`config.mk`:
```
export PLATFORM = sky130hd
export DESIGN_NAME = ddo_front
export DESIGN_NICKNAME = d
export VERILOG_FILES = /design/src/hw/rtl/ddo_pkg.sv /design/src/hw/rtl/ddo_front.sv
export SDC_FILE = /design/constraint.sdc
export NUM_CORES = 1
export LEC_CHECK = 0
export ABC_AREA = 1
export BUFFER_PORTS_ARGS = -buffer_cell sky130_fd_sc_hd__buf_2
export CAP_MARGIN = 20
export CORE_AREA = 2 2 140 142
export DETAILED_ROUTE_END_ITERATION = 7
export DIE_AREA = 0 0 142 144
export PLACE_DENSITY = 0.64
export SETUP_SLACK_MARGIN = 0.02
export SYNTH_ARGS = -nofsm -noshare
export SYNTH_HDL_FRONTEND = slang
export SYNTH_SLANG_ARGS = --single-unit
export TNS_END_PERCENT = 100
```
`constraint.sdc`:
```
create_clock -name clk -period 2.6 [get_ports clk]
set_clock_uncertainty 0.1 [all_clocks]
set_input_delay 0.39 -clock clk [delete_from_list [all_inputs] [get_ports clk]]
set_output_delay 0.39 -clock clk [all_outputs]
set_load 0.02 [all_outputs]
```
`src/hw/rtl/ddo_pkg.sv`:
```
`timescale 1ns / 1ps
`default_nettype none

package ddo_pkg;

    // Width of the encoder counters; deltas wrap modulo 2^COUNT_WIDTH.
    localparam int COUNT_WIDTH = 32;

    // CORDIC iteration count; the arctangent table has 24 entries.
    localparam int CORDIC_STEPS     = 16;
    localparam int CORDIC_TABLE_LEN = 24;
    localparam int CORDIC_RUN       = (CORDIC_STEPS < CORDIC_TABLE_LEN) ?
                                      CORDIC_STEPS : CORDIC_TABLE_LEN;
    localparam int CORDIC_IDX_W     = 5;

    // Fixed CORDIC gain compensation, 0.6072529 in Q2.30.
    localparam logic signed [33:0] CORDIC_GAIN = 34'sd652032874;

    // Radians to binary angle, 65536 / (2 pi) scaled by 2^32 / 2^16.
    localparam logic [29:0] TURN_K = 30'd683565276;

    // Microseconds per second, for the velocity division.
    localparam logic [19:0] VEL_SCALE = 20'd1000000;

    // Configuration register map.
    localparam int CFG_INDEX_W = 2;
    localparam logic [CFG_INDEX_W-1:0] CFG_LENGTH_PER_TICK    = 2'd0;
    localparam logic [CFG_INDEX_W-1:0] CFG_INVERSE_WHEEL_BASE = 2'd1;
    localparam logic [31:0] LPT_RESET = 32'd65536;
    localparam logic [31:0] IWB_RESET = 32'd131072;

    // Depth of the queue between the front and the back.
    localparam int QUEUE_DEPTH = 2;

    typedef struct packed {
        logic signed [31:0] ticks_left;
        logic signed [31:0] ticks_right;
        logic [23:0]        elapsed_us;
    } work_item_t;

    typedef struct packed {
        logic [31:0] length_per_tick;
        logic [31:0] inverse_wheel_base;
    } cfg_t;

    typedef struct packed {
        logic [31:0] ang_velocity;
        logic [31:0] lin_velocity;
        logic [15:0] heading_angle;
        logic [31:0] pos_y;
        logic [31:0] pos_x;
    } result_t;

    // Arctangent of 2^-i as a fraction of a full turn, scaled by 2^32.
    function automatic logic [31:0] atan_turn(input logic [CORDIC_IDX_W-1:0] idx);
        logic [31:0] r;
        case (idx)
            5'd0:    r = 32'd536870912;
            5'd1:    r = 32'd316933406;
            5'd2:    r = 32'd167458907;
            5'd3:    r = 32'd85004756;
            5'd4:    r = 32'd42667331;
            5'd5:    r = 32'd21354465;
            5'd6:    r = 32'd10679838;
            5'd7:    r = 32'd5340245;
            5'd8:    r = 32'd2670163;
            5'd9:    r = 32'd1335087;
            5'd10:   r = 32'd667544;
            5'd11:   r = 32'd333772;
            5'd12:   r = 32'd166886;
            5'd13:   r = 32'd83443;
            5'd14:   r = 32'd41722;
            5'd15:   r = 32'd20861;
            5'd16:   r = 32'd10430;
            5'd17:   r = 32'd5215;
            5'd18:   r = 32'd2608;
            5'd19:   r = 32'd1304;
            5'd20:   r = 32'd652;
            5'd21:   r = 32'd326;
            5'd22:   r = 32'd163;
            5'd23:   r = 32'd81;
            default: r = 32'd0;
        endcase
        return r;
    endfunction

endpackage

`default_nettype wire

```
`src/hw/rtl/ddo_front.sv`:
```
`timescale 1ns / 1ps
`default_nettype none

module ddo_front
    import ddo_pkg::*;
(
    input  wire logic        clk,
    input  wire logic        rst_n,
    input  wire logic        in_valid,
    output logic             in_ready,
    input  wire logic [31:0] left_count,
    input  wire logic [31:0] right_count,
    input  wire logic [23:0] elapsed_us,
    input  wire logic        queue_full,
    output logic             push,
    output work_item_t       push_item
);

    logic [31:0] prev_left_reg;
    logic [31:0] prev_right_reg;
    logic [COUNT_WIDTH-1:0] dl;
    logic [COUNT_WIDTH-1:0] dr;

    assign in_ready = !queue_full;
    assign push     = in_valid && in_ready;

    // Count deltas wrap at the counter width and read as signed.
    assign dl = left_count[COUNT_WIDTH-1:0] - prev_left_reg[COUNT_WIDTH-1:0];
    assign dr = right_count[COUNT_WIDTH-1:0] - prev_right_reg[COUNT_WIDTH-1:0];

    always_comb
    begin
        push_item.ticks_left  = 32'($signed(dl));
        push_item.ticks_right = 32'($signed(dr));
        push_item.elapsed_us  = elapsed_us;
    end

    always_ff @(posedge clk or negedge rst_n)
    begin
        if (!rst_n)
        begin
            prev_left_reg  <= 32'd0;
            prev_right_reg <= 32'd0;
        end
        else if (push)
        begin
            prev_left_reg  <= left_count;
            prev_right_reg <= right_count;
        end
    end

endmodule

`default_nettype wire

```
==> impl_summary.md <==
STA
The final period demand of the worst path is 2620 ps. The count of pins over their slew limit is 0. Setup repair after global routing could not meet its margin everywhere.

The relative slew slack is 58.8%. The post-route worst setup slack is -20.7 ps. The final cycle utilization of the critical path is 101%.

At the pin with the least slew margin, the transition time is 618 ps. In the final timing run, aggregate negative setup slack is -66.3 ps. The setup-violating endpoint count in the final report is 4.

The number of hold-slack violations in the final timing report is 0. Static timing analysis puts the maximum clock frequency at around 0.38 GHz.

Clock network
The total CTS buffers is 9. The TritonCTS clock tree is built. The source-to-sink clock delay at the later pin of the worst-skew pair is ~340 ps. The H-tree generated during clock tree synthesis spans 3 levels. In this run the clock root is driven by a sky130_fd_sc_hd__clkbuf_16. The number of sinks handled by clock tree synthesis is between 60 and 70.

The clock-pin slew on the worst setup and hold paths is 60 ps. The clock passes through at most 2 buffers.

Run status
The checks that failed: setup timing. The flow ran to the end, but the final reports show violations.

Floorplanning
The starting density of the core is 38.9%. The total area inside the core boundary comes to 19100 µm². The width of the die is 142 µm. The floorplan has 51 rows. The number of I/O pins is 182. The floorplan step defined a die boundary enclosing just over 20000 µm². The floorplan step set the die height to 144 µm.

Pwr
In this run the static leakage power is 0.00579 µW. The total power divided by cell area is about 630 nW/µm². The peak supply drop is 338 µV.

Synthesis
The share of the synthesized area in the top cell type is 26.8%. Of all cell types, the one taking the most synthesized area is sky130_fd_sc_hd__nand2_1. The number of distinct library cells after synthesis is 27. The number of nets in the synthesized netlist is 1460. The fraction of the yosys area taken by sequential cells is approximately 22%. After technology mapping, the gate count stands at 1304. The register bit count reported by yosys is 64. The netlist area before placement is roughly 7400 µm². By area the synthesized netlist is led by sky130_fd_sc_hd__nand2_1 27%, sky130_fd_sc_hd__dfrtp_1 22%, sky130_fd_sc_hd__inv_1 15%.

The average instance in the mapped netlist occupies 5.70 µm². The Yosys warning count is 0.

Route
The average wire length per cell after detail routing is roughly 13 µm. The post-detailed-route via-to-cell ratio is 4.79. The number of remaining DRC errors is 0. Summed over all layers, the routed wires come to 22200 µm. The detail route stage leaves a number of antenna-violating nets equal to 0. The first routing iteration left 380 violations. The routed layout has 8044 vias.

Before antenna repair, the detailed router went through 7 iterations.

Cells and area
The ratio of cells with drive above 1 in the final layout is 33.3%. The net count of the finished layout is 1593. The synthesis-to-finish area growth is 39.3%. Fill cells in the final layout number between 1500 and 2000. Cells fill 54.3% of the core in the end. The number of inserted diodes is 0.

Setup path
The critical path endpoint category is a primary output. STA classifies the critical path startpoint as a flop. The worst path arrival time is 2130 ps. At the worst endpoint, the required time is 2110 ps. Along the worst path, the maximum fanout reaches 3. The setup path with the least slack is of type flop to primary output.

Place
The number of input and output port buffers inserted is 133. At the end of routability-driven placement, the weighted congestion stood at 0.937. At the placement stage, the worst setup path has a slack of -41.5 ps. The sum of net half-perimeters after detailed placement is 16500 µm.

Job
The number of max-capacitance violations reported is 0.

GRT
The total track usage is 21.0%. The initial antenna violation count was 0. The number of global-route vias before repair was about 7500.

The total congestion overflow is 0. The first global-routing pass estimated about 34000 µm of wire. Entering global routing, the biggest net connects 64 pins.

Hold path
The path class of the lowest-slack min-delay path is input port to flop.
==> power by group <==
part | internal [µW] | total [µW] | leakage, µW | switching (µW)
clock network | 817 | 1320 | 0.000148 | 501
logic | 1610 | 4030 | 0.00486 | 2420
registers | 1120 | 1170 | 0.000787 | 49.3
total | 3550 | 6520 | 0.00579 | 2970
==> placed cells by master (no fill, tap or decap), types with 2 or more instances in the layout <==
| cell type | instances |
|---|---|
| sky130_fd_sc_hd__a21oi_4 | 2 |
| sky130_fd_sc_hd__buf_12 | 3 |
| sky130_fd_sc_hd__nand4_1 | 10 |
| sky130_fd_sc_hd__clkbuf_8 | 3 |
| sky130_fd_sc_hd__o21bai_2 | 2 |
| sky130_fd_sc_hd__buf_6 | 27 |
| sky130_fd_sc_hd__ha_2 | 4 |
| sky130_fd_sc_hd__nand3_1 | 29 |
| sky130_fd_sc_hd__nor3_2 | 4 |
| sky130_fd_sc_hd__clkbuf_16 | 9 |
| sky130_fd_sc_hd__a21o_1 | 2 |
| sky130_fd_sc_hd__nand2_2 | 87 |
| sky130_fd_sc_hd__nand2_1 | 439 |
| sky130_fd_sc_hd__xor2_1 | 21 |
| sky130_fd_sc_hd__ha_4 | 51 |
| sky130_fd_sc_hd__ha_1 | 7 |
| sky130_fd_sc_hd__nand3_4 | 9 |
| sky130_fd_sc_hd__nor2_1 | 43 |
| sky130_fd_sc_hd__buf_2 | 91 |
| sky130_fd_sc_hd__fa_2 | 2 |
| sky130_fd_sc_hd__buf_4 | 39 |
| sky130_fd_sc_hd__nor2_2 | 32 |
| sky130_fd_sc_hd__xor2_2 | 6 |
| sky130_fd_sc_hd__o21bai_1 | 4 |
| sky130_fd_sc_hd__nand2_4 | 17 |
| sky130_fd_sc_hd__inv_2 | 37 |
| sky130_fd_sc_hd__inv_1 | 262 |
| sky130_fd_sc_hd__nand3_2 | 15 |
| sky130_fd_sc_hd__dfrtp_1 | 64 |
| sky130_fd_sc_hd__a21oi_1 | 11 |
| sky130_fd_sc_hd__a21oi_2 | 30 |
| sky130_fd_sc_hd__nor2_4 | 6 |
| sky130_fd_sc_hd__xnor2_1 | 3 |
| sky130_fd_sc_hd__o21ai_0 | 62 |
==> worst paths after layout <==
check	from	endpoint	slack, ps	depth (start not counted)
worst min-delay path	right_count[30]	prev_right_reg[30]$_DFFE_PN0P_	170	3
worst max register to register	prev_right_reg[0]$_DFFE_PN0P_	prev_right_reg[0]$_DFFE_PN0P_	1700	3
min in group asynchronous	rst_n	prev_left_reg[9]$_DFFE_PN0P_	490	2
worst min register to register	prev_left_reg[0]$_DFFE_PN0P_	prev_left_reg[0]$_DFFE_PN0P_	400	2
max in group asynchronous	rst_n	prev_right_reg[25]$_DFFE_PN0P_	1260	3
worst max-delay path	prev_right_reg[0]$_DFFE_PN0P_	push_item[54]	-20	13
==> area by class of cell <==
class / count / area [µm²] / area share, %
Tap cell: 238 / 298 / 2.88
Inverter: 300 / 1130 / 10.9
Timing Repair Buffer: 161 / 1120 / 10.8
Sequential cell: 64 / 1600 / 15.5
Clock inverter: 2 / 37.5 / 0.363
Clock buffer: 13 / 270 / 2.61
Multi-Input combinational cell: 901 / 5890 / 56.9
==> cells in the mapped netlist (all sizes together) <==
| cell | n |
|---|---|
| or2 | 1 |
| clkbuf | 6 |
| xnor2 | 3 |
| nor3 | 4 |
| dfrtp | 64 |
| ha | 62 |
| inv | 300 |
| a21oi | 43 |
| fa | 2 |
| nand4 | 10 |
| nand3 | 53 |
| o21ai | 62 |
| nand2 | 543 |
| buf | 33 |
| xor2 | 27 |
| and2 | 2 |
| nor2 | 81 |
| a21o | 2 |
| o21bai | 6 |
==> repair_timing <==
| item | CTS | global route |
|---|---|---|
| gates cloned | 0 | 0 |
| hold endpoints to repair | 21 | 0 |
| hold buffers | 1 | 0 |
| pin swaps | 27 | 43 |
| setup endpoints to repair | 46 | 50 |
| gates resized for setup | 151 | 252 |
| buffers inserted | 5 | 12 |
==> worst max-delay path, cell delays in order, from the launching register on <==
cell	delay (ps)
sky130_fd_sc_hd__dfrtp_1	400
sky130_fd_sc_hd__ha_4	180
sky130_fd_sc_hd__fa_2	360
sky130_fd_sc_hd__inv_2	90
sky130_fd_sc_hd__buf_6	110
sky130_fd_sc_hd__nand2_2	50
sky130_fd_sc_hd__nand3_2	80
sky130_fd_sc_hd__nand2_2	60
sky130_fd_sc_hd__nand2_4	110
sky130_fd_sc_hd__nand2_4	60
sky130_fd_sc_hd__nand2_2	60
sky130_fd_sc_hd__nand2_2	50
sky130_fd_sc_hd__nand2_2	60
sky130_fd_sc_hd__buf_6	110
==> routing by layer <==
layer | track usage, % | wire, µm
met1 | 25.7 | 9550
met2 | 37.0 | 10900
met3 | 3.01 | 1160
met4 | 8.63 | 591
met5 | 0 | 0
==> through the flow <==
| step | std cells | total power, µW | hold slack, ps | cell area [µm²] |
|---|---|---|---|---|
| floorplan | 1304 | 3330 | -5.59 | 7430 |
| global placement | 1646 | 4160 | 337 | 8260 |
| detailed placement | 1646 | 4190 | 339 | 8260 |
| CTS | 1667 | 5920 | 158 | 9290 |
| global route | 1679 | 6970 | 175 | 10400 |
| finish | 1679 | 6520 | 167 | 10400 |
==> cells by family after synthesis <==
| family | synth area share [%] |
|---|---|
| compound gates | 8.03 |
| xor+xnor | 3.54 |
| fa+ha+maj | 11.0 |
| buf+inv | 18.5 |
| flops | 21.6 |
| simple gates | 37.4 |
(Power assumes the default switching activity.)
