**src/hw/rtl/ddo_pkg.sv**
```systemverilog
`timescale 1ns / 1ps
`default_nettype none

package ddo_pkg;

    // Width of the encoder counters; deltas wrap modulo 2^COUNT_WIDTH.
    localparam int COUNT_WIDTH = 32;

    // CORDIC iteration count; the arctangent table has 24 entries.
    localparam int CORDIC_STEPS     = 16;
    localparam int CORDIC_TABLE_LEN = 24;
    localparam int CORDIC_RUN       = (CORDIC_STEPS < CORDIC_TABLE_LEN) ?
                                      CORDIC_STEPS : CORDIC_TABLE_LEN;
    localparam int CORDIC_IDX_W     = 5;

    // Fixed CORDIC gain compensation, 0.6072529 in Q2.30.
    localparam logic signed [33:0] CORDIC_GAIN = 34'sd652032874;

    // Radians to binary angle, 65536 / (2 pi) scaled by 2^32 / 2^16.
    localparam logic [29:0] TURN_K = 30'd683565276;

    // Microseconds per second, for the velocity division.
    localparam logic [19:0] VEL_SCALE = 20'd1000000;

    // Configuration register map.
    localparam int CFG_INDEX_W = 2;
    localparam logic [CFG_INDEX_W-1:0] CFG_LENGTH_PER_TICK    = 2'd0;
    localparam logic [CFG_INDEX_W-1:0] CFG_INVERSE_WHEEL_BASE = 2'd1;
    localparam logic [31:0] LPT_RESET = 32'd65536;
    localparam logic [31:0] IWB_RESET = 32'd131072;

    // Depth of the queue between the front and the back.
    localparam int QUEUE_DEPTH = 2;

    typedef struct packed {
        logic signed [31:0] ticks_left;
        logic signed [31:0] ticks_right;
        logic [23:0]        elapsed_us;
    } work_item_t;

    typedef struct packed {
        logic [31:0] length_per_tick;
        logic [31:0] inverse_wheel_base;
    } cfg_t;

    typedef struct packed {
        logic [31:0] ang_velocity;
        logic [31:0] lin_velocity;
        logic [15:0] heading_angle;
        logic [31:0] pos_y;
        logic [31:0] pos_x;
    } result_t;

    // Arctangent of 2^-i as a fraction of a full turn, scaled by 2^32.
    function automatic logic [31:0] atan_turn(input logic [CORDIC_IDX_W-1:0] idx);
        logic [31:0] r;
        case (idx)
            5'd0:    r = 32'd536870912;
            5'd1:    r = 32'd316933406;
            5'd2:    r = 32'd167458907;
            5'd3:    r = 32'd85004756;
            5'd4:    r = 32'd42667331;
            5'd5:    r = 32'd21354465;
            5'd6:    r = 32'd10679838;
            5'd7:    r = 32'd5340245;
            5'd8:    r = 32'd2670163;
            5'd9:    r = 32'd1335087;
            5'd10:   r = 32'd667544;
            5'd11:   r = 32'd333772;
            5'd12:   r = 32'd166886;
            5'd13:   r = 32'd83443;
            5'd14:   r = 32'd41722;
            5'd15:   r = 32'd20861;
            5'd16:   r = 32'd10430;
            5'd17:   r = 32'd5215;
            5'd18:   r = 32'd2608;
            5'd19:   r = 32'd1304;
            5'd20:   r = 32'd652;
            5'd21:   r = 32'd326;
            5'd22:   r = 32'd163;
            5'd23:   r = 32'd81;
            default: r = 32'd0;
        endcase
        return r;
    endfunction

endpackage

`default_nettype wire

```
**src/hw/rtl/ddo_queue.sv**
```systemverilog
`timescale 1ns / 1ps
`default_nettype none

module ddo_queue
    import ddo_pkg::*;
(
    input  wire logic  clk,
    input  wire logic  rst_n,
    input  wire logic  push,
    input  work_item_t push_item,
    input  wire logic  pop,
    output work_item_t pop_item,
    output logic       full,
    output logic       empty
);

    localparam int PTR_W = $clog2(QUEUE_DEPTH);

    work_item_t            entry_reg [QUEUE_DEPTH];
    logic [PTR_W-1:0]      wr_ptr_reg;
    logic [PTR_W-1:0]      rd_ptr_reg;
    logic [PTR_W:0]        count_reg;

    assign full     = (count_reg == (PTR_W+1)'(QUEUE_DEPTH));
    assign empty    = (count_reg == '0);
    assign pop_item = entry_reg[rd_ptr_reg];

    always_ff @(posedge clk)
    begin
        if (push)
        begin
            entry_reg[wr_ptr_reg] <= push_item;
        end
    end

    always_ff @(posedge clk or negedge rst_n)
    begin
        if (!rst_n)
        begin
            wr_ptr_reg <= '0;
            rd_ptr_reg <= '0;
            count_reg  <= '0;
        end
        else
        begin
            if (push)
            begin
                wr_ptr_reg <= (wr_ptr_reg == PTR_W'(QUEUE_DEPTH - 1)) ? '0 : wr_ptr_reg + 1'b1;
            end
            if (pop)
            begin
                rd_ptr_reg <= (rd_ptr_reg == PTR_W'(QUEUE_DEPTH - 1)) ? '0 : rd_ptr_reg + 1'b1;
            end
            if (push && !pop)
            begin
                count_reg <= count_reg + 1'b1;
            end
            else if (pop && !push)
            begin
                count_reg <= count_reg - 1'b1;
            end
        end
    end

endmodule

`default_nettype wire

```
**config.mk**
```make
export PLATFORM = sky130hd
export DESIGN_NAME = ddo_queue
export DESIGN_NICKNAME = d
export VERILOG_FILES = /design/src/hw/rtl/ddo_pkg.sv /design/src/hw/rtl/ddo_queue.sv
export SDC_FILE = /design/constraint.sdc
export NUM_CORES = 1
export LEC_CHECK = 0
export ABC_AREA = 1
export BUFFER_PORTS_ARGS = -buffer_cell sky130_fd_sc_hd__buf_4
export CAP_MARGIN = 20
export CORE_MARGIN = 4
export CORE_UTILIZATION = 45
export DETAILED_ROUTE_END_ITERATION = 8
export PLACE_DENSITY = 0.74
export SETUP_SLACK_MARGIN = 0.05
export SYNTH_ARGS = -nofsm -noshare
export SYNTH_HDL_FRONTEND = slang
export SYNTH_SLANG_ARGS = --single-unit
```
**constraint.sdc**
```tcl
create_clock -name clk -period 7.3 [get_ports clk]
set_clock_uncertainty 0.05 [all_clocks]
set_input_delay 0.73 -clock clk [delete_from_list [all_inputs] [get_ports clk]]
set_output_delay 0.73 -clock clk [all_outputs]
set_load 0.01 [all_outputs]
```
==> flow_summary.toml, run 1 <==
[routing]
first_iter_violations = 224
ant_nets = 0
wl_per_cell_microns = 17.7
num_vias = 3324
wl_microns = 12100
firstDrtPassIters = 4
vias_per_cell = 4.87
drc_errors = 0

[critical_path]
cp_max_fo = 57
critical_path.cell_chain = "buf_4 > mux2_2 > buf_4"
path_buf_inv = 2
slowest_delay_ns = 0.73
critPathTopFamily = "buffers and inverters"
crit_arrival_ns = 2.51
start_kind = "flip-flop"
end_kind = "primary output"
cp_common_cell = "buf_4"
cpMaxStageDelayCell = "dfrtp_4"
cp_data_required_time_ns = 6.52
path_class = "flip-flop to primary output"

[synthesis]
ys_types = 14
synth_area_leaders = "edfxtp_1 80%, mux2_2 13%, mux2_4 2.3%"
seq_area_frac_synth_pct = 81.7
synth_top_area_share_pct = 80.2
ys_seq_elements = 180
synth_area_leader_cell = "edfxtp_1"
ys_warn_count = 0
syn_area_sq_um = 6590
synth_nets = 392
syn_inst = 299
syn_area_per_cell_sq_um = 22.0

[layout]
mostFrequentLayoutCell = "buf_4"
largest_reg_flops = 176
utilization_pct = 62.1
nets = 585
drive_above_1_share_pct = 59.8
postLayoutCellArea_sq_um = 8760
area_delta_synth_final_pct = 32.9
layout_common_cells = "184 x buf_4, 176 x edfxtp_1, 78 x mux2_2"
antenna-diode-count = 0

[clock_tree]
cts.path.max_buffers = 2
path_clk_slew_ns = 0.06
cts_tree = "yes"
cts.sinks = 180
cts_resized = 0
cts-root-buf = "clkbuf_16"
post_cts_buffers = 0
ctsHtreeMaxLevel = 4
numCtsBuffers = 17
clk_latency_ns = 0.42
postCtsHoldBufs = 0

[power]
vdd_ir_drop_max_v = 0.000253
switching_share_pct = 26.2
power_density_nw_per_um2 = 387
power_switching_uw = 887
pwr-share-seq_pct = 43.1
power_frac_comb_pct = 29.0
p_total_mw = 3.39
clkPwrFrac_pct = 27.9
p_leak_nw = 3.35
p_int_mw = 2.50

[grt]
grt-ovfl-total = 0
grt_pass1_vias = 3641
grt_first_pass_wirelength_microns = 18200
antenna_found_initial = 0
grt_usage_pct = 14.6
grt_max_degree = 78

[floorplanning]
fp.dieW_microns = 129
core_sq_um = 14100
floorplan.rows = 43
ios = 182
dieArea_sq_um = 16600
start_util_pct = 46.7
dieHeight_microns = 129

[timing]
drv_slew = 0
rsz0062_at_grt = "no"
slew_headroom_pct = 32.0
setup_violations = 0
final.setup.worst_slack_ns = 4.01
hold_viol = 0
tightest_slew_ns = 1.02
clock.fmax_mhz = 304
fin_crit_ns = 3.29
totalNegativeSetupSlack_ns = 0
post-route-period-util_pct = 45.0

[placement]
io_buffer_count = 181
dp_hpwl_microns = 8060
place_ws_ns = 4.44
post_dp_cell_area_sq_um = 8140
gp_congestion = 0.748

[flow_run]
cap_violations = 0

[hold_path]
hold_class = "primary input to async pin"

[run_status]
status = "completed"
## cell usage after synthesis
cell,n
nor2_1,3
nand4_1,1
mux2_2,78
nand3_1,1
buf_6,3
ha_1,1
dfrtp_1,4
inv_1,7
mux2_4,10
xor2_1,2
buf_2,7
xnor2_1,1
edfxtp_1,176
nand2_1,5
## area by class of cell
class | count | area (sq um)
Clock buffer | 18 | 429
Clock inverter | 12 | 188
Fill cell | 1021 | 5340
Inverter | 7 | 27.5
Multi-Input combinational cell | 102 | 1120
Sequential cell | 180 | 5390
Tap cell | 180 | 225
Timing Repair Buffer | 184 | 1380
## logic make-up after synthesis
group / count (synthesis) / share of synthesized area (%)
XOR/XNOR: 3 / 0.399
flip-flops: 180 / 81.7
multiplexers: 88 / 15.6
buffers and inverters: 17 / 1.44
AND/OR/NAND/NOR: 10 / 0.627
adder cells (fa/ha/maj): 1 / 0.190
## metal layers
layer	vias to the layer above	track usage [%]	share of wire (%)	wire length, microns
li1	1557	-	-	-
met1	1636	17.1	39	4740
met2	116	24.1	50	6090
met3	15	5.73	8.2	992
met4	0	6.11	2.1	248
met5	-	0	0	0
## worst paths after layout
| path | start | endpoint | slack [ns] | cells past startpoint |
|---|---|---|---|---|
| min | rst_n | wr_ptr_reg | 0.05 | 1 |
| min reg2reg | count_reg[1] | count_reg[1] | 0.47 | 2 |
| min in group clk | pop | rd_ptr_reg | 0.44 | 2 |
| max in group asynchronous | rst_n | rd_ptr_reg | 7.03 | 1 |
| max | rd_ptr_reg | pop_item[60] | 4.01 | 3 |
| max reg2reg | wr_ptr_reg | entry_reg[1][29] | 5.18 | 3 |
## power by group through the flow
| stage | Combinational, mW | Clock [mW] | Sequential [mW] |
|---|---|---|---|
| after floorplan | 0.596 | 0 | 1.45 |
| after global placement | 0.996 | 0 | 1.47 |
| after detailed placement | 1.00 | 0 | 1.49 |
| after CTS | 1.01 | 0.965 | 1.46 |
| after global routing | 1.06 | 1.01 | 1.48 |
| final | 0.984 | 0.945 | 1.46 |
## per-stage QoR
step,instances,hold WS [ns]
finish,683,0.0480
CTS,683,0.0299
global route,683,0.0279
global placement,653,0.429
detailed placement,653,0.449
floorplan,299,0.384
Note: power is estimated with default switching activity, not from simulation.
==> inputs of run 2 (changes only) <==
- PLACE_DENSITY: 0.74 -> 0.77
- clock period: 7.3 -> 2.75 ns (I/O delays scaled with it)
==> run 2 against run 1 <==
Compared with the run above: power rose to 2.7 times the previous value; setup slack got worse by 3.8 ns; clock-buffer cell count fell by 1; combinational power rose to 2.8 times the previous value; core utilization rose by 6.5 points; flip-flop and latch count did not move; critical endpoint is now pop_item[86]; largest power group unchanged.
==> flow_summary.toml, run 2 (synthesized netlist as in run 1, its figures left out) <==
[run_status]
status = "completed"

[timing]
clock.fmax_mhz = 388
rsz0062_at_grt = "no"
totalNegativeSetupSlack_ns = 0
drv_slew = 0
post-route-period-util_pct = 93.8
hold_ws_ns = 0.0276
setup_violations = 0
hold_viol = 0
tightest_slew_ns = 0.730
fin_crit_ns = 2.58
slew_headroom_pct = 51.3

[critical_path]
end_kind = "primary output"
cp_data_required_time_ns = 2.42
cpMaxStageDelayCell = "dfrtp_4"
path_class = "flip-flop to primary output"
reg2reg_depth = 3
critical_path.cell_chain = "buf_4 > mux2_2 > buf_4"
reg2reg_slack_ns = 0.84
timing.rr.start = "wr_ptr_reg"
cp_common_cell = "buf_4"
start_kind = "flip-flop"
slowest_delay_ns = 0.90
cp_max_fo = 50
crit_start = "rd_ptr_reg"
crit_arrival_ns = 2.25

[floorplanning]
dieArea_sq_um = 16600
fp.dieW_microns = 129
start_util_pct = 46.7
floorplan.rows = 43
ios = 182
core_sq_um = 14100
dieHeight_microns = 129

[clock_tree]
numCtsBuffers = 17
ctsHtreeMaxLevel = 4
post_cts_buffers = 0
path_clk_slew_ns = 0.07
cts_tree = "yes"
cts.path.max_buffers = 2
cts-root-buf = "clkbuf_16"
cts.sinks = 180
clk_latency_ns = 0.41

[grt]
grt-ovfl-total = 0
grt_busiest_layer = "met2"
grt_first_pass_wirelength_microns = 21000
grt_util_met1_pct = 19.4
grt_pass1_vias = 4087
global_route.usage.met2_pct = 29.4
grt_max_degree = 53
grt_use_met3_pct = 5.94
grt_usage_pct = 16.8
antenna_found_initial = 0

[routing]
drc_errors = 0
wl_per_cell_microns = 17.6
num_vias = 3747
wl_microns = 13700
firstDrtPassIters = 4
vias_per_cell = 4.81
first_iter_violations = 173
ant_nets = 0

[hold_path]
hold_class = "primary input to flip-flop"
min_path_cells = 2
min_from = "push"

[layout]
mostFrequentLayoutCell = "buf_4"
area_delta_synth_final_pct = 46.7
largest_reg_flops = 176
postLayoutCellArea_sq_um = 9670
nets = 678
final_cell_count_no_fill = 779
utilization_pct = 68.6
drive_above_1_share_pct = 51.7
layout_common_cells = "186 x buf_4, 176 x edfxtp_1, 90 x dlygate4sd3_1"

[power]
p_leak_nw = 3.74
power_density_nw_per_um2 = 938
vdd_ir_drop_max_v = 0.000551

[placement]
dp_hpwl_microns = 8060
io_buffer_count = 181
gp_congestion = 0.708
dp.cells = 656
post_dp_cell_area_sq_um = 8170

[flow_run]
cap_violations = 0
==> run 2: changes by cell type in the layout (fill, tap and decap cells not counted), sizes merged <==
cell         before  now
clkbuf           18   17
inv               6    8
clkinv            7   10
bufinv            5    3
diode             0    1
dlygate4sd3       0   90
buf             184  187
==> run 2: cell type report <==
class	instances	area, sq um
inverter	7	27.5
fill	904	4430
tap	180	225
multi-input combinational	102	1120
clock buffer	17	425
timing repair buffer	277	2320
antenna	1	2.50
clock inverter	15	163
sequential	180	5390
==> run 2: critical path, delay by kind of cell (launching register included) <==
kind,cells,cell delay (ns)
buf+inv,2,0.52
flops,1,0.90
mux,1,0.38
==> run 2: metrics by stage <==
stage / total power, mW / setup slack, ns
finish: 9.07 / 0.170
global route: 9.51 / 0.0723
CTS: 9.14 / 0.171
detailed placement: 6.64 / 0.634
global placement: 6.58 / 0.671
floorplan: 5.40 / 0.0826
==> run 2: final timing paths <==
check                                       end
worst min-delay path                 wr_ptr_reg
worst min register to register       wr_ptr_reg
worst max register to register  entry_reg[1][8]
max in group asynchronous            rd_ptr_reg
min in group asynchronous            rd_ptr_reg
worst max-delay path               pop_item[86]
==> run 2: timing repair <==
| action | 4_1_cts | 5_1_grt |
|---|---|---|
| gates resized for setup | 0 | 0 |
| setup endpoints to repair | 0 | 0 |
| hold buffers | 90 | 0 |
| hold endpoints to repair | 181 | 0 |
==> run 2: power by group <==
group / total (mW) / internal (mW) / switching [mW]
clock network: 2.38 / 1.42 / 0.960
registers: 3.93 / 3.65 / 0.287
logic: 2.76 / 1.53 / 1.23
==> run 2: routing by layer <==
layer | part of all wire (%) | wire length, microns
met5 | 0 | 0
met4 | 1.8 | 240
met3 | 6.7 | 923
met2 | 53 | 7310
met1 | 38 | 5220
